<file path="config.mk">
export PLATFORM = sky130hd
export DESIGN_NAME = cms_ctrl
export DESIGN_NICKNAME = d
export VERILOG_FILES = /design/src/hw/rtl/cms_pkg.sv /design/src/hw/rtl/cms_ctrl.sv
export SDC_FILE = /design/constraint.sdc
export NUM_CORES = 1
export LEC_CHECK = 0
export ABC_AREA = 1
export BUFFER_PORTS_ARGS = -buffer_cell sky130_fd_sc_hd__buf_2
export CAP_MARGIN = 20
export CORE_ASPECT_RATIO = 0.9
export CORE_UTILIZATION = 38
export CTS_CLUSTER_SIZE = 28
export DETAILED_ROUTE_END_ITERATION = 7
export HOLD_SLACK_MARGIN = 0.06
export PLACE_DENSITY = 0.6
export SLEW_MARGIN = 20
export SYNTH_ARGS = -nofsm -noshare
export SYNTH_HDL_FRONTEND = slang
export SYNTH_SLANG_ARGS = --single-unit
</file>
<file path="constraint.sdc">
create_clock -name i_clk -period 1.65 [get_ports i_clk]
set_input_delay 0.0825 -clock i_clk [delete_from_list [all_inputs] [get_ports i_clk]]
set_output_delay 0.0825 -clock i_clk [all_outputs]
set_load 0.01 [all_outputs]
</file>
<file path="src/hw/rtl/cms_pkg.sv">
// Shared types, codes and hash constants for the count-min sketch table.
package cms_pkg;

    localparam int CMS_ROWS    = 4;
    localparam int CMS_COLUMNS = 1024;

    localparam int CMS_HASH_W  = 32;
    localparam int CMS_CNT_W   = 64;
    localparam int CMS_STEP_W  = $clog2(CMS_HASH_W);

    // bucket remainder steps: reciprocal multiply, subtract, correct
    localparam int CMS_MOD_STEPS = 3;

    // command field codes
    localparam logic CMD_READ   = 1'b0;
    localparam logic CMD_UPDATE = 1'b1;

    // hash datapath operations
    typedef logic [2:0] t_hop;
    localparam t_hop HOP_XSM  = 3'd0;  // xor-shift then multiply
    localparam t_hop HOP_FIN16 = 3'd1; // xor with value shifted down 16
    localparam t_hop HOP_SIXA = 3'd2;  // first three add/xor steps
    localparam t_hop HOP_SIXB = 3'd3;  // last three add/xor steps
    localparam t_hop HOP_PMUL = 3'd4;  // xor-61 shift-add premix then multiply
    localparam t_hop HOP_FIN15 = 3'd5; // xor with value shifted down 15
    localparam t_hop HOP_MUL3 = 3'd6;  // plain multiplicative hash

    localparam logic [31:0] K_XSM  = 32'h045d_9f3b;
    localparam logic [31:0] K_S1   = 32'h7ed5_5d16;
    localparam logic [31:0] K_S2   = 32'hc761_c23c;
    localparam logic [31:0] K_S3   = 32'h1656_67b1;
    localparam logic [31:0] K_S4   = 32'hd3a2_646c;
    localparam logic [31:0] K_S5   = 32'hfd70_46c5;
    localparam logic [31:0] K_S6   = 32'hb55a_4f09;
    localparam logic [31:0] K_X61  = 32'd61;
    localparam logic [31:0] K_PMUL = 32'h27d4_eb2d;
    localparam logic [31:0] K_MUL3 = 32'd2654435761;

    typedef struct packed {
        t_hop op;
        logic last;
    } t_hash_step;

    typedef struct packed {
        logic clr;
        logic load;
        logic hash_en;
        t_hop op;
        logic mod_step;
        logic rd;
        logic finish;
    } t_dp_cmd;

    typedef struct packed {
        logic       clr_last;
        logic       row_oor;
        logic       is_read;
        logic       out_busy;
        logic [1:0] row;
    } t_dp_sts;

    // Hash program: operation for a given row and step, and whether it ends the hash.
    function automatic t_hash_step cms_hash_seq(input logic [1:0] row, input logic [1:0] step);
        t_hash_step s;
        s.op   = HOP_MUL3;
        s.last = 1'b1;
        case (row)
            2'd0: begin
                s.op   = (step == 2'd2) ? HOP_FIN16 : HOP_XSM;
                s.last = (step == 2'd2);
            end
            2'd1: begin
                s.op   = (step == 2'd0) ? HOP_SIXA : HOP_SIXB;
                s.last = (step != 2'd0);
            end
            2'd2: begin
                s.op   = (step == 2'd0) ? HOP_PMUL : HOP_FIN15;
                s.last = (step != 2'd0);
            end
            default: begin
                s.op   = HOP_MUL3;
                s.last = 1'b1;
            end
        endcase
        return s;
    endfunction

endpackage

</file>
<file path="src/hw/rtl/cms_ctrl.sv">
// Sketch controller: clearing pass, hash program, remainder count, memory access.
module cms_ctrl (
    input  logic             i_clk,
    input  logic             i_rst_n,
    input  logic             i_in_valid,
    output logic             o_in_ready,
    input  cms_pkg::t_dp_sts i_sts,
    output cms_pkg::t_dp_cmd o_cmd
);

    localparam logic [2:0] ST_CLEAR = 3'd0;
    localparam logic [2:0] ST_IDLE  = 3'd1;
    localparam logic [2:0] ST_HASH  = 3'd2;
    localparam logic [2:0] ST_MOD   = 3'd3;
    localparam logic [2:0] ST_READ  = 3'd4;
    localparam logic [2:0] ST_DONE  = 3'd5;

    localparam int SW = cms_pkg::CMS_STEP_W;
    localparam logic [SW-1:0] MOD_LAST = SW'(cms_pkg::CMS_MOD_STEPS - 1);

    logic [2:0]          r_state, n_state;
    logic [SW-1:0]       r_cnt, n_cnt;
    cms_pkg::t_hash_step w_seq;

    assign w_seq = cms_pkg::cms_hash_seq(i_sts.row, r_cnt[1:0]);

    always_comb begin
        n_state    = r_state;
        n_cnt      = r_cnt;
        o_cmd      = '0;
        o_in_ready = 1'b0;
        case (r_state)
            ST_CLEAR: begin
                o_cmd.clr = 1'b1;
                if (i_sts.clr_last) begin
                    n_state = ST_IDLE;
                end
            end
            ST_IDLE: begin
                o_in_ready = 1'b1;
                if (i_in_valid) begin
                    o_cmd.load = 1'b1;
                    n_cnt      = '0;
                    n_state    = ST_HASH;
                end
            end
            ST_HASH: begin
                if (i_sts.row_oor) begin
                    n_state = ST_DONE;
                end else begin
                    o_cmd.hash_en = 1'b1;
                    o_cmd.op      = w_seq.op;
                    if (w_seq.last) begin
                        n_cnt   = '0;
                        n_state = ST_MOD;
                    end else begin
                        n_cnt = r_cnt + SW'(1);
                    end
                end
            end
            ST_MOD: begin
                o_cmd.mod_step = 1'b1;
                n_cnt          = r_cnt + SW'(1);
                if (r_cnt == MOD_LAST) begin
                    n_state = ST_READ;
                end
            end
            ST_READ: begin
                o_cmd.rd = 1'b1;
                n_state  = ST_DONE;
            end
            ST_DONE: begin
                // hold a read while the previous result is still waiting
                if (!(i_sts.is_read && i_sts.out_busy)) begin
                    o_cmd.finish = 1'b1;
                    n_state      = ST_IDLE;
                end
            end
            default: begin
                n_state = ST_IDLE;
            end
        endcase
    end

    always_ff @(posedge i_clk) begin
        if (!i_rst_n) begin
            r_state <= ST_CLEAR;
            r_cnt   <= '0;
        end else begin
            r_state <= n_state;
            r_cnt   <= n_cnt;
        end
    end

endmodule

</file>
==> flow_summary.json, run 1 <==
{
  "status": "completed",
  "clock-skew-final_ns": 0.00251,
  "grt_pass1_wl_um": 2280,
  "grt_pass1_vias": 602,
  "fin_cells": 158,
  "worst_pin_slew_ns": 0.325,
  "viasPerCell": 4.50,
  "port_buffers": 18,
  "postCtsHoldBufs": 0,
  "die_h_um": 42.2,
  "final_core_util_pct": 48.4,
  "cts_max_path_buffers": 2,
  "p_leak_nw": 0.457,
  "wl_per_cell_um": 8.72,
  "synth_seq_cells": 8,
  "pwr-share-seq_pct": 27.0,
  "ios": 19,
  "worstPathMaxFanout": 5,
  "start_util_pct": 40.6,
  "setup_violations": 0,
  "syn_area_um2": 683,
  "cts.clk_slew.worst_paths_ns": 0.05,
  "slew_violations": 0,
  "totalWireLength_um": 1380,
  "power_frac_comb_pct": 60.6,
  "numClockSinks": 8,
  "tns_ns": 0,
  "timing.final.crit_period_ns": 1.43,
  "cts_resized": 0,
  "fillers": 186,
  "clkPwrFrac_pct": 12.4,
  "final_cell_mix": "nand2_1, nor2_1, inv_1, buf_2, nand3_1",
  "drt-initial-drc-count": 22,
  "path_class": "reg -> reg",
  "overflow": 0,
  "placed_cells": 155,
  "drc_errors": 0,
  "p_switching_mw": 0.575,
  "rsz0062_at_grt": "no",
  "end_kind": "register",
  "p_per_area_nw_per_um2": 1410,
  "synth.distinct_cells": 21,
  "synth_nets": 126,
  "fin_area_um2": 815,
  "seq_area_frac_synth_pct": 23.4,
  "antenna_found_initial": 0,
  "finalCritPeriodShare_pct": 86.4,
  "htree_levels": 1,
  "vdd.ir_drop.worst_uv": 749,
  "max_freq_mhz": 701,
  "p_sw_share_pct": 49.9,
  "routed-via-count": 711,
  "core_um2": 1680,
  "ant_nets": 0,
  "critPathArrivalTime_ns": 1.57,
  "slew_headroom_pct": 78.3,
  "avgSynthCellArea_um2": 5.99,
  "groute.usage.overall_pct": 15.7,
  "crit_path_start_kind": "register",
  "hold_class": "in -> reg",
  "syn2layout_area_growth_pct": 19.2,
  "syn-instance-count": 114,
  "drv_cap": 0,
  "cp.required_ns": 1.79,
  "num_antenna_cells": 0,
  "dieArea_um2": 1970,
  "nNetsFinal": 148,
  "std_cell_rows": 14,
  "final-hold-violation-count": 0,
  "cts-buffers-inserted": 3,
  "p_int_mw": 0.577,
  "grt_max_degree": 10,
  "final_common_cell": "nand2_1",
  "clk_latency_ns": 0.25,
  "dp_hpwl_um": 1170,
  "firstDrtPassIters": 4,
  "post-cts-setup-buffers": 0,
  "cts_root_buffer": "clkbuf_4",
  "cts_tree": "done",
  "die_w_um": 46.7,
  "yosys_warnings": 0,
  "layout-drive-gt1-share_pct": 25.4,
  "post_dp_cell_area_um2": 792,
  "gp_congestion": 0.820
}
## routing by layer
metal	up-vias	GRT usage [%]	wire (µm)
li1	385	-	-
met1	311	23.2	740
met4	0	6.86	0
met5	-	0	0
met3	0	2.59	45
met2	15	21.9	591
## flip-flops by register name, indices dropped and copies added, names as in the netlist
register  cells
r_cnt         5
r_state       3
## final timing paths
check / start / endpoint / slack, ns / cells after the start
worst min register to register: r_cnt[3] / r_cnt[3] / 0.56 / 3
worst max-delay path: r_cnt[0] / r_cnt[0] / 0.22 / 11
worst max register to register: r_cnt[0] / r_cnt[0] / 0.22 / 11
worst min-delay path: i_rst_n / r_cnt[1] / 0.10 / 3
## cell type report
class	instances	area [µm²]	area share, %
Sequential cell	8	160	19.7
Timing Repair Buffer	18	90.1	11.1
Inverter	24	90.1	11.1
Clock buffer	3	22.5	2.76
Multi-Input combinational cell	81	422	51.8
Tap cell	24	30.0	3.69
## worst max-delay path, stage by stage, from the launching register on
cell     delay [ns]
dfxtp_1        0.31
inv_1          0.12
ha_1           0.19
inv_1          0.04
nor2_1         0.07
nand2_1        0.05
nand2_1        0.05
nand2_1        0.08
nor2_4         0.13
nand3_1        0.11
nand2_1        0.12
nor2_1         0.05
## synth_stat cells
library cell	number	area share [%]
nand3b_1	1	1.1
nor4_1	1	0.92
nand2_2	3	2.7
a21oi_1	3	2.2
nor2_1	20	11
nor2_2	1	0.92
nand3_1	11	8.1
inv_1	20	11
nand2_1	28	15
ha_1	3	5.5
inv_2	4	2.2
nand4_1	1	0.92
buf_6	1	1.6
xor2_1	1	1.3
nor3_1	2	1.5
nand4_4	1	3.1
nand3_2	1	1.5
nor2_4	2	3.3
o21ai_0	1	0.73
dfxtp_1	8	23
nand3b_2	1	1.6
## power by group through the flow
stage	logic, mW	clock network [mW]	registers [mW]
after CTS	0.701	0.152	0.309
after global placement	0.686	0	0.312
final	0.699	0.142	0.311
after detailed placement	0.698	0	0.313
after global routing	0.793	0.169	0.318
after floorplan	0.591	0	0.277
## logic make-up after synthesis
kind of cell,synth area share [%]
buf+inv,14.8
simple gates,52.0
xor+xnor,1.28
fa+ha+maj,5.50
compound gates,2.93
flops,23.4
## per-stage QoR
stage	power (mW)	setup slack, ns	hold slack (ns)
2_1_floorplan	0.868	0.367	0.203
3_3_place_gp	0.998	0.282	0.355
4_1_cts	1.16	0.211	0.0892
5_1_grt	1.28	0.0461	0.103
3_5_place_dp	1.01	0.216	0.357
6_report	1.15	0.224	0.102
(Power assumes the default switching activity.)
==> run 2: changes to the inputs <==
- CAP_MARGIN: 20 -> default
- PLACE_DENSITY: 0.6 -> 0.63
- clock period: 1.65 -> 1.2 ns (I/O delays scaled with it)
==> flow_summary.json, run 2 (synthesized netlist as in run 1, its figures left out) <==
{
  "status": "complete, but fails checks",
  "violations": "setup timing",
  "crit_buf_inv": 2,
  "cts_tree": "done",
  "std_cell_rows": 14,
  "port_buffers": 18,
  "worstPathMaxFanout": 5,
  "ant_nets": 0,
  "routed-via-count": 808,
  "path_class": "reg -> reg",
  "clk_latency_ns": 0.24,
  "gp_congestion": 0.812,
  "antenna_found_initial": 0,
  "slew_headroom_pct": 84.5,
  "grt_pass1_wl_um": 2900,
  "layout-drive-gt1-share_pct": 50.0,
  "hold_class": "in -> reg",
  "overflow": 0,
  "top_layer_used": "met4",
  "route.met3.wl_um": 57,
  "slowest_delay_ns": 0.33,
  "viasPerCell": 4.54,
  "setup_violations": 13,
  "syn2layout_area_growth_pct": 55.5,
  "crit_path_start_kind": "register",
  "clock-skew-final_ns": 0.000224,
  "finalCritPeriodShare_pct": 110,
  "p_leak_nw": 0.571,
  "dp_hpwl_um": 1350,
  "slew_violations": 0,
  "wl_met1_um": 894,
  "final-hold-violation-count": 0,
  "p_sw_share_pct": 46.0,
  "cts.clk_slew.worst_paths_ns": 0.05,
  "pwr-share-seq_pct": 22.0,
  "crit_path_cell_trace": "inv_2 > ha_4 > inv_2 > nor2_2 > nand2_1 > nand2_1 > nand2_2 > nor2_4 > nand3_2 > nand2_2 > nor2_1",
  "top_register": "r_cnt",
  "critPathArrivalTime_ns": 1.46,
  "dieArea_um2": 1970,
  "die_h_um": 42.2,
  "firstDrtPassIters": 4,
  "groute.usage.overall_pct": 20.2,
  "end_kind": "register",
  "die_w_um": 46.7,
  "numClockSinks": 8,
  "route.met2.wl_um": 795,
  "largest_reg_flops": 5,
  "reg_top3": "r_cnt: 5 flops, r_state: 3 flops",
  "wl_per_cell_um": 9.86,
  "final_common_cell": "nand2_1",
  "htree_levels": 1,
  "cts-buffers-inserted": 3,
  "crit_family": "simple AND/OR/NAND/NOR gates",
  "tns_ns": -1.04,
  "crit_slowest_cell": "dfxtp_2",
  "fin_hold_ws_ns": 0.0820,
  "drc_errors": 0,
  "p_switching_mw": 1.00,
  "p_int_mw": 1.18,
  "grt_pass1_vias": 730,
  "rsz0062_at_grt": "yes",
  "cp.required_ns": 1.34,
  "start_util_pct": 40.6,
  "worst_pin_slew_ns": 0.231,
  "p_per_area_nw_per_um2": 2060,
  "grt_max_degree": 8,
  "totalWireLength_um": 1760,
  "final_cell_mix": "nand2_1, buf_2, buf_4, nor2_1, inv_1",
  "max_freq_mhz": 756,
  "nNetsFinal": 168,
  "drv_cap": 0,
  "drt-initial-drc-count": 24,
  "power_frac_comb_pct": 69.1,
  "final_core_util_pct": 63.2,
  "cts_max_path_buffers": 2,
  "core_um2": 1680,
  "num_antenna_cells": 0,
  "vdd.ir_drop.worst_uv": 1340,
  "fin_ws_ns": -0.123,
  "clkPwrFrac_pct": 8.9,
  "cts_root_buffer": "clkbuf_4",
  "ios": 19,
  "timing.final.crit_period_ns": 1.32
}
## run 2: cell types whose count changed in the layout (fill, tap and decap cells not counted), sizes merged
cell / before / now
buf: 18 / 38
## run 2: routing by layer
metal	vias up	GRT usage, %
li1	428	-
met1	354	29.0
met2	24	29.7
met3	2	1.29
met4	0	10.3
met5	-	0
## run 2: stage by stage
stage          worst slack (ns)  power [mW]  std cells  cell area, µm²
6_report                 -0.123        2.18        178            1060
5_1_grt                  -0.246        2.38        178            1060
4_1_cts                  -0.129        2.12        177            1030
3_5_place_dp             -0.152        1.70        170             928
3_3_place_gp             -0.109        1.69        170             928
2_1_floorplan           -0.0241        1.23        114             707
## run 2: final timing paths
check	slack, ns	from	end	cells after the start
worst max-delay path	-0.12	r_cnt[0]	r_cnt[0]	11
worst min-delay path	0.08	i_rst_n	r_state[2]	3
worst max register to register	-0.12	r_cnt[0]	r_cnt[0]	11
worst min register to register	0.58	r_cnt[3]	r_cnt[3]	3
## run 2: repair_timing
| item | CTS | global route |
|---|---|---|
| hold buffers | 0 | 0 |
| resized for setup | 21 | 8 |
| pin swaps | 8 | 7 |
| endpoints found under the setup margin | 15 | 16 |
| setup buffers | 4 | 1 |
## run 2: cell type report
type,count,area (µm²)
Clock buffer,3,22.5
Fill cell,157,619
Inverter,24,95.1
Multi-Input combinational cell,81,485
Sequential cell,8,174
Tap cell,24,30.0
Timing Repair Buffer,38,255
## run 2: power by group through the flow
stage | clock network (mW) | registers [mW] | logic (mW)
after floorplan | 0 | 0.389 | 0.839
after global placement | 0 | 0.422 | 1.27
after detailed placement | 0 | 0.424 | 1.27
after CTS | 0.210 | 0.464 | 1.45
after global routing | 0.227 | 0.492 | 1.66
final | 0.195 | 0.480 | 1.51
## run 2: worst register-to-register path, stage by stage, from the launching register on
cell and delay [ns]:
dfxtp_2 0.33, inv_2 0.08, ha_4 0.13, inv_2 0.04, nor2_2 0.07, nand2_1 0.06, nand2_1 0.07, nand2_2 0.06
nor2_4 0.15, nand3_2 0.09, nand2_2 0.09, nor2_1 0.05
